[src/ray_box_slab_test_2d_assert.svh]
// assertion macros shared by the ray box slab test rtl
`ifndef RAY_BOX_SLAB_TEST_2D_ASSERT_SVH
`define RAY_BOX_SLAB_TEST_2D_ASSERT_SVH

// same-cycle implication, sampled on the rising clock, off during reset
`define RBST_ASSERT_NOW(label, clk, rst, ante, cons, msg) \
   label: assert property (@(posedge clk) disable iff (rst) (ante) |-> (cons)) \
      else $error(msg);

// next-cycle implication, sampled on the rising clock, off during reset
`define RBST_ASSERT_NEXT(label, clk, rst, ante, cons, msg) \
   label: assert property (@(posedge clk) disable iff (rst) (ante) |=> (cons)) \
      else $error(msg);

`endif

[src/rbst_pkg.sv]
`timescale 1ns / 1ps

package rbst_pkg;

   // per-axis status from the slab setup
   typedef struct packed {
      logic parallel;   // direction component is zero
      logic outside;    // parallel and origin outside the closed slab
      logic exit_neg;   // exit numerator below zero
   } axis_flags_type;

   // item status carried alongside the products
   typedef struct packed {
      logic par_x;
      logic par_y;
      logic slab_miss;
      logic clamp_miss;
   } prep_flags_type;

endpackage

[src/rbst_axis.sv]
`timescale 1ns / 1ps

module rbst_axis
   import rbst_pkg::*;
#(
   parameter int COORD_BITS = 32
) (
   input  logic signed [COORD_BITS-1:0] center,
   input  logic        [COORD_BITS-3:0] half,
   input  logic signed [COORD_BITS-1:0] org,
   input  logic signed [COORD_BITS-1:0] dir,
   output logic signed [COORD_BITS+1:0] ent_num,
   output logic signed [COORD_BITS+1:0] ext_num,
   output logic        [COORD_BITS-1:0] den,
   output axis_flags_type               flags
);

   localparam int NumBits = COORD_BITS + 2;

   logic signed [NumBits-1:0] center_e;
   logic signed [NumBits-1:0] half_e;
   logic signed [NumBits-1:0] org_e;
   logic signed [NumBits-1:0] lo;
   logic signed [NumBits-1:0] hi;
   logic                      dir_neg;
   logic                      dir_zero;

   // slab bounds at full width
   always_comb begin
      center_e = {{2{center[COORD_BITS-1]}}, center};
      half_e   = $signed({4'b0000, half});
      org_e    = {{2{org[COORD_BITS-1]}}, org};
      lo       = center_e - half_e;
      hi       = center_e + half_e;
   end

   // near and far chosen by direction sign, magnitude as denominator
   always_comb begin
      dir_neg  = dir[COORD_BITS-1];
      dir_zero = (dir == '0);
      if (dir_neg) begin
         ent_num = org_e - hi;
         ext_num = org_e - lo;
         den     = ~dir + 1'b1;
      end else begin
         ent_num = lo - org_e;
         ext_num = hi - org_e;
         den     = dir;
      end
      flags.parallel = dir_zero;
      flags.outside  = dir_zero && ((org_e < lo) || (org_e > hi));
      flags.exit_neg = ext_num[NumBits-1];
   end

endmodule

[config.mk]
export PLATFORM = sky130hd
export DESIGN_NAME = rbst_axis
export DESIGN_NICKNAME = d
export VERILOG_FILES = /design/src/ray_box_slab_test_2d_assert.svh /design/src/rbst_pkg.sv /design/src/rbst_axis.sv
export SDC_FILE = /design/constraint.sdc
export NUM_CORES = 1
export LEC_CHECK = 0
export BUFFER_PORTS_ARGS = -buffer_cell sky130_fd_sc_hd__buf_2
export CORE_UTILIZATION = 55
export DETAILED_ROUTE_END_ITERATION = 10
export PLACE_DENSITY_LB_ADDON = 0.25
export SETUP_SLACK_MARGIN = 0.05
export SYNTH_ARGS = -nofsm -noshare
export SYNTH_HDL_FRONTEND = slang
export SYNTH_SLANG_ARGS = --single-unit
[constraint.sdc]
create_clock -name vclk -period 5
set_clock_uncertainty 0.05 [all_clocks]
set_input_delay 0.25 -clock vclk [all_inputs]
set_output_delay 0.25 -clock vclk [all_outputs]
set_load 0.005 [all_outputs]
# Word level (Yosys, flattened, before mapping)
# Index checks and enable logic that the tools add are counted.
totals:
  regBits: 0
  inputBits: 126
  output_inout_bits: 103
  elab_cells: 16
classes:
  n_addsub: 7
  order_cmp: 2
  muxes: 3
  n_bitwise: 1
  reduce_logical: 3
ops:
  columns: ["cell", "count"]
  rows:
  - ["34-bit two-way mux", 2]
  - ["32-bit by 33-bit subtractor with 34-bit output", 2]
  - ["33-bit by 32-bit subtractor with 34-bit output", 2]
  - ["32-bit by 31-bit adder with 33-bit output", 1]
  - ["32-bit by 33-bit > comparator with 1-bit output", 1]
  - ["32-bit by 33-bit less-than comparator with 1-bit output", 1]
  - ["32-bit by 31-bit subtractor with 33-bit output", 1]
  - ["32-bit by 1-bit adder with 32-bit output, second input constant", 1]
  - ["32-bit zero test", 1]
  - ["32-bit two-way mux", 1]
  - ["32-bit inverter", 1]
  - ["1-bit logical AND", 1]
  - ["1-bit logical OR", 1]

# Longest topological paths before layout
depth:
  depth_word: 4
  depth_mapped: 24
  mapped_depth_nobuf: 24

# Least setup slack after synthesis
# Ideal clock, no wire load.
synth_timing:
  kind: "in2out"
  from: "input port half[8]"
  to: "output port flags[0] (netlist bit)"
  t_arrival_ns: 4.449
  required_time_ns: 4.700
  path_slack_ns: 0.251
  stages: 22
  path_buffers: 3
  cell_sequence: "inv_1 ha_1 clkbuf_1 nor3_1 a32oi_1 and2_1 a211oi_2 a21oi_1 nor3_1 mux2i_1 o2111a_1 ha_1 clkbuf_1 a21o_1 a21o_1 a21oi_1 and3_1 a21oi_1 a31oi_1 nor2_1 o31ai_1 buf_4"
synth_via:
  elab_chain_len: 3
  elab_cells_between_ends: 5
  classes_between: "4 x add/sub; 1 x mux"
synth_lines:
  columns: ["element", "line", "text"]
  rows:
  - ["start, declared", "rbst_axis.sv:9", "input logic [COORD_BITS-3:0] half,"]
  - ["32-bit by 31-bit adder with 33-bit output or 32-bit by 31-bit subtractor with 33-bit output (tied branches)", "rbst_axis.sv:34, rbst_axis.sv:33", null]
  - ["33-bit by 32-bit subtractor with 34-bit output or 32-bit by 33-bit subtractor with 34-bit output (tied branches)", "rbst_axis.sv:47, rbst_axis.sv:43", null]
  - ["34-bit two-way mux *", "rbst_axis.sv:41", "if (dir_neg) begin"]
  - ["end, declared", "rbst_axis.sv:15", "output axis_flags_type flags"]
# Every way passes the cells marked *; elsewhere a longest branch is shown, timed or not.

# Worst setup path after layout
layout_timing:
  from: "input port center[0]"
  to: "output port ext_num[29]"
layout_via:
  elab_chain_len: 3
  elab_cells_between_ends: 5
  classes_between: "4 x add/sub; 1 x mux"
layout_lines:
  columns: ["element", "line", "text"]
  rows:
  - ["start, declared", "rbst_axis.sv:8", "input logic signed [COORD_BITS-1:0] center,"]
  - ["32-bit by 31-bit adder with 33-bit output or 32-bit by 31-bit subtractor with 33-bit output (tied branches)", "rbst_axis.sv:34, rbst_axis.sv:33", null]
  - ["33-bit by 32-bit subtractor with 34-bit output or 32-bit by 33-bit subtractor with 34-bit output (tied branches)", "rbst_axis.sv:47, rbst_axis.sv:43", null]
  - ["34-bit two-way mux *", "rbst_axis.sv:41", null]
  - ["end, declared", "rbst_axis.sv:13", "output logic signed [COORD_BITS+1:0] ext_num,"]
# Marks and branches as above.

==> metrics.md <==
| Metric | Value |
|---|---|
| Crit path max fanout | 7 |
| Post-place setup slack | -0.454 ns |
| Fin. Hold Viols | 0 |
| CP Launch Type | primary input |
| Status | complete, but fails checks |
| First-pass GRT wire length | 74800 um |
| Fmax | 0.193 GHz |
| Core footprint | 0.0210 sq mm |
| DR DRC count | 0 |
| I/O Buffers | 229 |
| Cts hold-fix bufs | 0 |
| First-pass detailed-route iteration total | 9 |
| Area contributors post-synth | ha_1, xnor2_1, a21oi_1 |
| Metal3 WL | 6290 um |
| Yosys cell types | 78 |
| Detailed Place HPWL | 40600 um |
| Hold_sp | dir[0] |
| Pwr/cell area | 312 mW/mm^2 |
| Ports | 229 |
| Vias in the first global route | 14500 |
| Worst Hold Class | primary input to output pin |
| Total die area | 0.0220 sq mm |
| Crit path time final | 5.19 ns |
| Starting density of the core | 55.9% |
| Sequential element share of the synthesized area | 0% |
| CP required | 4.70 ns |
| Most common cell after layout, fill and taps aside | buf_4 |
| CP endpoint kind | output pin |
| Final cell count without fillers | 2582 |
| RSZ-0062 raised after global routing | true |
| Placed cells | 2545 |
| Syn Nets | 2113 |
| Worst Path Class, Setup | primary input to output pin |
| Most frequent cells in the layout | buf_4, buf_2, inv_1, ha_1, a21oi_1 |
| Setup crit end | ext_num[29] |
| Placed instance area | 0.0155 sq mm |
| DIE WIDTH | 148 um |
| M1 WL | 21100 um |
| Mapped Cells | 1788 |
| Layout cells sized above 1 | 36.4% |
| Max_cap viols | 0 |
| Post-Syn Area | 0.0118 sq mm |
| Pin count of the biggest net entering global routing | 101 |
| Slew Limit Fails | 0 |
| Die Height | 148 um |
| Gr ovfl total | 0 |
| Crit path from | center[0] |
| Violated checks | negative setup slack |
| Initial DRC count | 1664 |
| Critical Path AT | 4.89 ns |
| Slew @ Worst Pin | 1.07 ns |
| Core Rows | 53 |
| Worst slew margin | 28.4% |
| Number of clock buffers in the layout | 0 |
| Final setup margin | -0.192 ns |
| Setup violators final | 15 |
| Wire length on met2 | 22900 um |
| Max layer used | met5 |
| Initial antenna violation count | 2 |
| Avg Cell Area, Syn | 6.58 sq um |
| DR WL/cell | 20.8 um |
| Seq Cell Count | 0 |
| End-of-flow core utilization | 80.7% |
| Area grow syn2layout | 44.2% |
| Worst Hold Depth | 2 |
| Number of routed nets with antenna violations | 0 |
| Gr usage total | 42.6% |
| Fin crit share | 104% |
| Sum Neg Setup Slack | -1.01 ns |
| Final wirelength | 53700 um |
| Worst hold slack | 0.705 ns |
| Final GP Congestion | 1.02 |
| Leakage Power | 8.52 nW |
| Area of the multi-input gates | 0.0118 sq mm |
| Vias/cell | 6.27 |
| Post-route design area | 0.0170 sq mm |
| Ys Warns | 0 |
| Max VDD drop | 0.000139 V |
| Post-synth top area cell | ha_1 |
| Sequential Area | 0 sq um |
| Vias | 16200 |
| Fill cells | 1508 |
| Total power | 5.29 mW |
| Nets | 2633 |
| Synth top area share | 20.5% |
[cells in the mapped netlist (5+ instances only)]
master      n
o211ai_1    9
o21bai_1   39
nand2b_1   23
buf_2       5
or2_2       5
and2_1      9
nand4_1    25
a21o_1     76
a21oi_1   200
a21boi_0    7
nor2_1    119
nand3_1    28
and3_1     11
buf_1      17
nor3_1     37
o21ai_0   159
mux2i_1    14
a31oi_1    18
nand2_1   133
o41ai_1     5
o31a_1      8
nor2b_1    15
ha_1      193
fa_1        6
inv_1     178
xnor2_1   149
o21a_1     24
clkbuf_1   82
o31ai_1    18
a211o_1     6
nor4_1      8
xor2_1     62
a211oi_1   14
a221oi_1    8
[critical path: stages]
cell	delay, ns
buf_8	0.11
inv_4	0.05
ha_4	0.14
inv_4	0.07
fa_2	0.42
a211oi_4	0.30
o21ai_2	0.11
a31oi_1	0.18
buf_4	0.20
nor2b_4	0.05
nor2_1	0.10
nor2_1	0.06
nor2_1	0.16
o21ai_1	0.13
xor2_2	0.18
buf_4	0.16
ha_4	0.31
nand4_1	0.14
o211a_1	0.28
o31a_1	0.31
o21a_1	0.23
o221a_4	0.33
xor2_1	0.16
mux2i_1	0.15
buf_4	0.20
buf_6	0.10
[kinds of logic after synthesis]
family / Yosys count / synth area share, %
AO/OA/AOI/OAI: 644 / 34.6
XOR/XNOR: 211 / 15.7
buffers and inverters: 285 / 9.25
multiplexers: 17 / 1.48
AND/OR/NAND/NOR: 432 / 17.4
adder cells (fa/ha/maj): 199 / 21.6
[layout make-up]
cell class                      instances  area share [%]
Multi-Input combinational cell       1503            69.3
Antenna cell                            1          0.0148
Inverter                              178            3.97
Timing Repair Buffer                  625            24.7
Tap cell                              275            2.03
[metal layers]
| metal | global-route usage (%) | up-vias |
|---|---|---|
| met5 | 0 | - |
| met4 | 15.9 | 4 |
| met3 | 7.36 | 265 |
| met2 | 68.9 | 1104 |
| met1 | 56.2 | 7519 |
| li1 | - | 7304 |
[worst min path at each step]
stage               endpoint
detailed placement    den[0]
floorplan            den[31]
global route          den[0]
global placement      den[0]
CTS                   den[0]
finish                den[0]
[timing repair]
item,4_1_cts,5_1_grt
buffers inserted,8,30
setup endpoints to repair,35,37
pin swaps,28,129
gates resized for setup,82,219
[where the power goes]
group / internal, mW / switching (mW)
registers: 0 / 0
logic: 2.41 / 2.87
clock network: 0.0000000268 / 0
(Power assumes the default switching activity.)
