**config.mk**
```make
export PLATFORM = sky130hd
export DESIGN_NAME = rbst_xmul
export DESIGN_NICKNAME = d
export VERILOG_FILES = /design/src/ray_box_slab_test_2d_assert.svh /design/src/rbst_xmul.sv
export SDC_FILE = /design/constraint.sdc
export NUM_CORES = 2
export LEC_CHECK = 0
export BUFFER_PORTS_ARGS = -buffer_cell sky130_fd_sc_hd__buf_2
export CAP_MARGIN = 25
export CELL_PAD_IN_SITES_DETAIL_PLACEMENT = 0
export CELL_PAD_IN_SITES_GLOBAL_PLACEMENT = 1
export CORE_ASPECT_RATIO = 2
export CORE_MARGIN = 10
export CORE_UTILIZATION = 56
export DETAILED_ROUTE_END_ITERATION = 10
export PLACE_DENSITY = 0.95
export SYNTH_ARGS = -nofsm -noshare
export SYNTH_HDL_FRONTEND = slang
export SYNTH_SLANG_ARGS = --single-unit
```
**constraint.sdc**
```tcl
create_clock -name clock -period 18 [get_ports clock]
set_input_delay 1.8 -clock clock [delete_from_list [all_inputs] [get_ports clock]]
set_output_delay 1.8 -clock clock [all_outputs]
set_load 0.02 [all_outputs]
```
**src/ray_box_slab_test_2d_assert.svh**
```systemverilog
// assertion macros shared by the ray box slab test rtl
`ifndef RAY_BOX_SLAB_TEST_2D_ASSERT_SVH
`define RAY_BOX_SLAB_TEST_2D_ASSERT_SVH

// same-cycle implication, sampled on the rising clock, off during reset
`define RBST_ASSERT_NOW(label, clk, rst, ante, cons, msg) \
   label: assert property (@(posedge clk) disable iff (rst) (ante) |-> (cons)) \
      else $error(msg);

// next-cycle implication, sampled on the rising clock, off during reset
`define RBST_ASSERT_NEXT(label, clk, rst, ante, cons, msg) \
   label: assert property (@(posedge clk) disable iff (rst) (ante) |=> (cons)) \
      else $error(msg);

`endif

```
**src/rbst_xmul.sv**
```systemverilog
`timescale 1ns / 1ps

module rbst_xmul #(
   parameter int NUM_BITS = 34,
   parameter int DEN_BITS = 32
) (
   input  logic                                clock,
   input  logic                                load_part,
   input  logic                                load_sum,
   input  logic signed [NUM_BITS-1:0]          num,
   input  logic        [DEN_BITS-1:0]          den,
   output logic signed [NUM_BITS+DEN_BITS-1:0] prod
);

   localparam int SplitBits  = DEN_BITS / 2;
   localparam int DenHiBits  = DEN_BITS - SplitBits;
   localparam int NumHiBits  = NUM_BITS - SplitBits;
   localparam int ProdBits   = NUM_BITS + DEN_BITS;
   localparam int HhBits     = NumHiBits + DenHiBits + 1;
   localparam int HlBits     = NumHiBits + SplitBits + 1;
   localparam int LhBits     = SplitBits + DenHiBits;
   localparam int LlBits     = 2 * SplitBits;

   logic signed [NumHiBits-1:0] num_hi;
   logic        [SplitBits-1:0] num_lo;
   logic        [DenHiBits-1:0] den_hi;
   logic        [SplitBits-1:0] den_lo;

   logic signed [HhBits-1:0]    p_hh_in, p_hh_ff;
   logic signed [HlBits-1:0]    p_hl_in, p_hl_ff;
   logic        [LhBits-1:0]    p_lh_in, p_lh_ff;
   logic        [LlBits-1:0]    p_ll_in, p_ll_ff;
   logic        [ProdBits-1:0]  sum_in, sum_ff;

   // split both operands into halves, four narrow products
   always_comb begin
      num_hi  = num[NUM_BITS-1:SplitBits];
      num_lo  = num[SplitBits-1:0];
      den_hi  = den[DEN_BITS-1:SplitBits];
      den_lo  = den[SplitBits-1:0];
      p_hh_in = num_hi * $signed({1'b0, den_hi});
      p_hl_in = num_hi * $signed({1'b0, den_lo});
      p_lh_in = num_lo * den_hi;
      p_ll_in = num_lo * den_lo;
   end

   always_ff @(posedge clock) begin
      if (load_part) begin
         p_hh_ff <= p_hh_in;
         p_hl_ff <= p_hl_in;
         p_lh_ff <= p_lh_in;
         p_ll_ff <= p_ll_in;
      end
   end

   // recombine partials into the full signed product
   always_comb begin
      sum_in = ({{(ProdBits-HhBits){p_hh_ff[HhBits-1]}}, p_hh_ff} << (2 * SplitBits))
             + ({{(ProdBits-HlBits){p_hl_ff[HlBits-1]}}, p_hl_ff} << SplitBits)
             + ({{(ProdBits-LhBits){1'b0}}, p_lh_ff} << SplitBits)
             + {{(ProdBits-LlBits){1'b0}}, p_ll_ff};
   end

   always_ff @(posedge clock) begin
      if (load_sum) begin
         sum_ff <= sum_in;
      end
   end

   assign prod = $signed(sum_ff);

endmodule
```
# [After elaboration in Yosys (flattened, before gate mapping)]
# Cells that the tools add are included.
[totals] output_inout_bits=66 word_cells=12 ff_bits=199 input_bits=69
[classes] n_mul=4 n_addsub=3
[op_table] operator="$add A66 B32 Y66" n=1
[op_table] operator="$add A66 B48 Y66" n=1
[op_table] operator="$add A66 B66 Y66" n=1
[op_table] operator="$mul A16 B16 Y32" n=2
[op_table] operator="$mul A18 B17 Y35" n=1
[op_table] operator="$mul A18 B17 Y34" n=1

# [Depth between registers and ports, before layout]
[depth] ltp_word=3 ltp_mapped=27 ltp_nobuf=25

# [Worst setup path before layout]
# No wires, ideal clock.
[synth_timing] kind="input-to-reg" start="in num[33]" end="reg p_hl_ff[34], data pin" arrival_time_ps=7660 t_required_ps=17741 setup_ps=259 stages=21 setup_slack_ps=10081 n_path_buf=2 cell_sequence="clkbuf_1 clkbuf_1 nand2_1 fa_1 fa_1 inv_1 fa_1 fa_1 fa_1 inv_1 fa_1 inv_1 ha_1 a2111o_1 o22ai_1 o31a_1 o21ai_1 o41a_1 a211oi_1 a21oi_1 xnor2_1"
[synth_between] elab_chain_cells=1
[synth_rtl] element="from (decl)" line_no="rbst_xmul.sv:10" text="input logic signed [NUM_BITS-1:0] num,"
[synth_rtl] element="$mul A18 B17 Y35" line_no="rbst_xmul.sv:42" text="p_hl_in = num_hi * $signed({1'b0, den_lo});"
[synth_rtl] element="net p_hl_in[34]" line_no="rbst_xmul.sv:30" text="logic signed [HlBits-1:0] p_hl_in, p_hl_ff;"
[synth_rtl] element="to (signal assigned)" line_no="rbst_xmul.sv:50" text="p_hl_ff <= p_hl_in;"
[synth_rtl] element="to (decl)" line_no="rbst_xmul.sv:30"
# The timed path passes the listed nets, and every way through them passes these cells.
# A chain may end at the register's enable or synchronous reset.

# [Worst setup path after layout]
[layout_timing] start="in den[2]" end="reg p_ll_ff[30], data pin"
[layout_between] elab_chain_cells=1
[layout_rtl] element="from (decl)" line_no="rbst_xmul.sv:11" text="input logic [DEN_BITS-1:0] den,"
[layout_rtl] element="$mul A16 B16 Y32" line_no="rbst_xmul.sv:44" text="p_ll_in = num_lo * den_lo;"
[layout_rtl] element="net p_ll_in[30]" line_no="rbst_xmul.sv:32" text="logic [LlBits-1:0] p_ll_in, p_ll_ff;"
[layout_rtl] element="to (signal assigned)" line_no="rbst_xmul.sv:52" text="p_ll_ff <= p_ll_in;"
[layout_rtl] element="to (decl)" line_no="rbst_xmul.sv:32"
# The timed path passes the listed nets, and every way through them passes these cells.

==> results.py <==
metrics = {
    "outcome": {
        "outcome": "finished, final reports clean",
    },
    "timing": {
        "worst_slew_pin_slew_ps": 1010,
        "period_share_pct": 46.3,
        "setup_tns_ps": 0,
        "hold_ws_ps": 425,
        "fin_crit_ps": 8330,
        "clock-skew-final_ps": 13.6,
        "setup_violations": 0,
        "finalMaxSlewViolations": 0,
        "rsz0062_at_grt": "false",
        "hold_violations": 0,
        "clock.fmax_ghz": 0.120,
        "relSlewSlack_pct": 30.6,
    },
    "synth": {
        "yosysSeqAreaShare_pct": 12.5,
        "synth.avg_cell_area_um2": 9.53,
        "syn_nets": 6530,
        "ys_ff_latch": 199,
        "synthCells": 5011,
        "synth_edf_count": 199,
        "synth_area_leaders": "fa_1 (42%), edfxtp_1 (13%), ha_1 (12%)",
        "synth_ff_type": "edfxtp_1",
        "yosys.area.top_type": "fa_1",
        "syn_area_um2": 47700,
        "yosysTopAreaCellShare_pct": 42.0,
        "synth_cell_types": 72,
        "yosys-top-cells-count": "inv_1 (1225), fa_1 (1002), nand2_1 (679)",
        "ys_warn_count": 0,
        "ys_async_sr_fraction_pct": 0,
        "yosysMostFrequentCell": "inv_1",
    },
    "routing": {
        "vias": 34500,
        "wire_per_inst_um": 21.3,
        "avgViaCountPerCell": 5.69,
        "dr.pass1.iters": 5,
        "antenna_left": 0,
        "drc_errors": 0,
        "drt-total-wl_mm": 129,
        "first_iter_violations": 1936,
    },
    "critical_path": {
        "cp_max_fo": 34,
        "cp-start-kind": "input pin",
        "arrival_ps": 8560,
        "cp_data_required_time_ps": 18230,
        "crit_family": "adder cells",
        "cpMostUsedCell": "fa_1",
        "cpMaxStageDelayCell": "buf_2",
        "end_kind": "flop",
        "path_depth": 22,
        "critPathKind": "input pin to flop",
        "path_buf_inv": 4,
        "crit_chain": "buf_2, nand2_1, fa_1, fa_1, fa_1, inv_1, fa_1, fa_1, inv_1, fa_1, inv_1, ha_1, a21oi_1, a21boi_0, o21ai_0, o311ai_1, a21o_1, and2_1, o211a_1, or4b_1, nand2_1, o311ai_0",
        "max_stage_delay_ps": 700,
        "r2r_cells": 12,
    },
    "job": {
        "drv_cap": 0,
    },
    "cells_and_area": {
        "drive_above_1_share_pct": 4.09,
        "layout.nets": 6490,
        "final_cells": 6057,
        "syn_to_final_growth_pct": 4.06,
    },
    "grt": {
        "grt_pass1_vias": 39400,
        "track_usage_pct": 27.8,
        "grt_pass1_wl_mm": 207,
        "antenna_found_initial": 10,
        "grt_max_degree": 77,
        "grt-ovfl-total": 0,
    },
    "cts": {
        "postCtsHoldBufs": 0,
        "cts_buffers": 17,
        "htree_num_levels": 4,
        "clockRootBuffer": "clkbuf_16",
        "clkSinkCount": 199,
        "clkLatencyLatePin_ps": 510,
        "cts_resized": 0,
        "cts_tree": "done",
        "clk_pin_slew_worst_paths_ps": 80,
        "postCtsSetupBuffers": 0,
        "cts_buffer_depth": 2,
    },
    "placed_design": {
        "portBuffers": 134,
        "place_inst": 6022,
        "hpwl_mm": 100,
        "place_congestion": 0.945,
    },
    "floorplanning": {
        "dieArea_um2": 98000,
        "fp.dieW_um": 226,
        "core-area_um2": 84600,
        "num_rows": 151,
        "die_h_um": 433,
        "ios": 135,
        "start_util_pct": 56.4,
    },
    "min_path": {
        "hold_path.class": "flop to flop",
        "whs_path_depth": 0,
    },
}
## worst reg2reg max path, cell delays in order (launching register included)
cell and delay (ps):
edfxtp_1 560, fa_1 820, ha_1 360, a21o_1 200, a21oi_1 200, nor2_1 180, a211oi_1 500, o2111ai_1 250
a31oi_2 350, o21ai_1 170, a41o_1 300, o41ai_2 270, xnor2_1 110
## worst paths after layout
check,endpoint,slack (ps),startpoint
worst max-delay path,p_ll_ff[30],9670,den[2]
worst min-delay path,prod[10],420,p_ll_ff[10]
worst max register to register,prod[64],13500,p_hl_ff[20]
worst min register to register,prod[10],420,p_ll_ff[10]
## kinds of logic (layout without fill, tap and decap cells)
logic type / Yosys count / in the layout / share of synthesized area (%)
xor gates and xnor gates: 173 / 173 / 3.17
buffers and inverters: 1438 / 1411 / 11.3
AOI/OAI and AO/OA: 394 / 394 / 5.46
adders and majority gates: 1450 / 1450 / 53.8
and+or+nand+nor: 1357 / 1357 / 13.8
other: 0 / 2 / 0
DFF: 199 / 199 / 12.5
## stage by stage
| step | setup WS [ps] | util [%] | area, µm² |
|---|---|---|---|
| global placement | 9170 | 58.0 | 49100 |
| CTS | 9630 | 58.7 | 49700 |
| global route | 9380 | 58.7 | 49700 |
| floorplan | 10080 | - | 47700 |
| detailed placement | 9090 | 58.0 | 49100 |
| finish | 9670 | 58.7 | 49700 |
## sequential cells by signal (all words and copies together) (netlist names)
register,count
prod,66
p_hh_ff,34
p_hl_ff,35
p_ll_ff,32
p_lh_ff,32
## cell type report
| class | count | area [µm²] |
|---|---|---|
| diodes | 2 | 5.00 |
| clock inverters | 15 | 149 |
| flip-flops and latches | 199 | 5980 |
| well taps | 1071 | 1340 |
| multi-input cells | 3374 | 36400 |
| inverters | 1225 | 4600 |
| repair buffers | 154 | 827 |
| clock buffers | 17 | 425 |
| fillers | 7276 | 35000 |
## routing by layer
layer | GRT usage, % | vias to the layer above | wire [µm]
met5 | 0 | - | 75
met2 | 50.0 | 1350 | 67200
met4 | 25.7 | 12 | 14300
met3 | 3.99 | 583 | 6910
met1 | 26.8 | 17700 | 40200
li1 | - | 14900 | -
## cells in the final DEF, fill, tap and decap left out, types with 4 or more instances in the layout
master     count
o21a_1        26
xor2_1        47
nor3_1        18
o211ai_1       6
a31oi_1        9
and4_1         5
nor2_1        82
or3_1          6
o21ai_0       55
nand2b_1      11
xnor2_1      126
buf_2        133
a2111oi_0      4
ha_1         448
or2_2          4
a211oi_1      12
nand4_1       11
and3_1        19
a21o_1        65
o21ai_1        7
nand2_1      679
inv_1       1225
fa_1        1002
o31ai_1        7
a21boi_0       4
a21oi_1      127
nor2b_1       14
and2_1       474
edfxtp_1     199
buf_4         20
o21bai_1      26
nand3_1       24
clkbuf_16     17
Power is left out: the tool's default activity adds up to more than one toggle a clock period on the data nets, which glitch-free logic cannot reach.
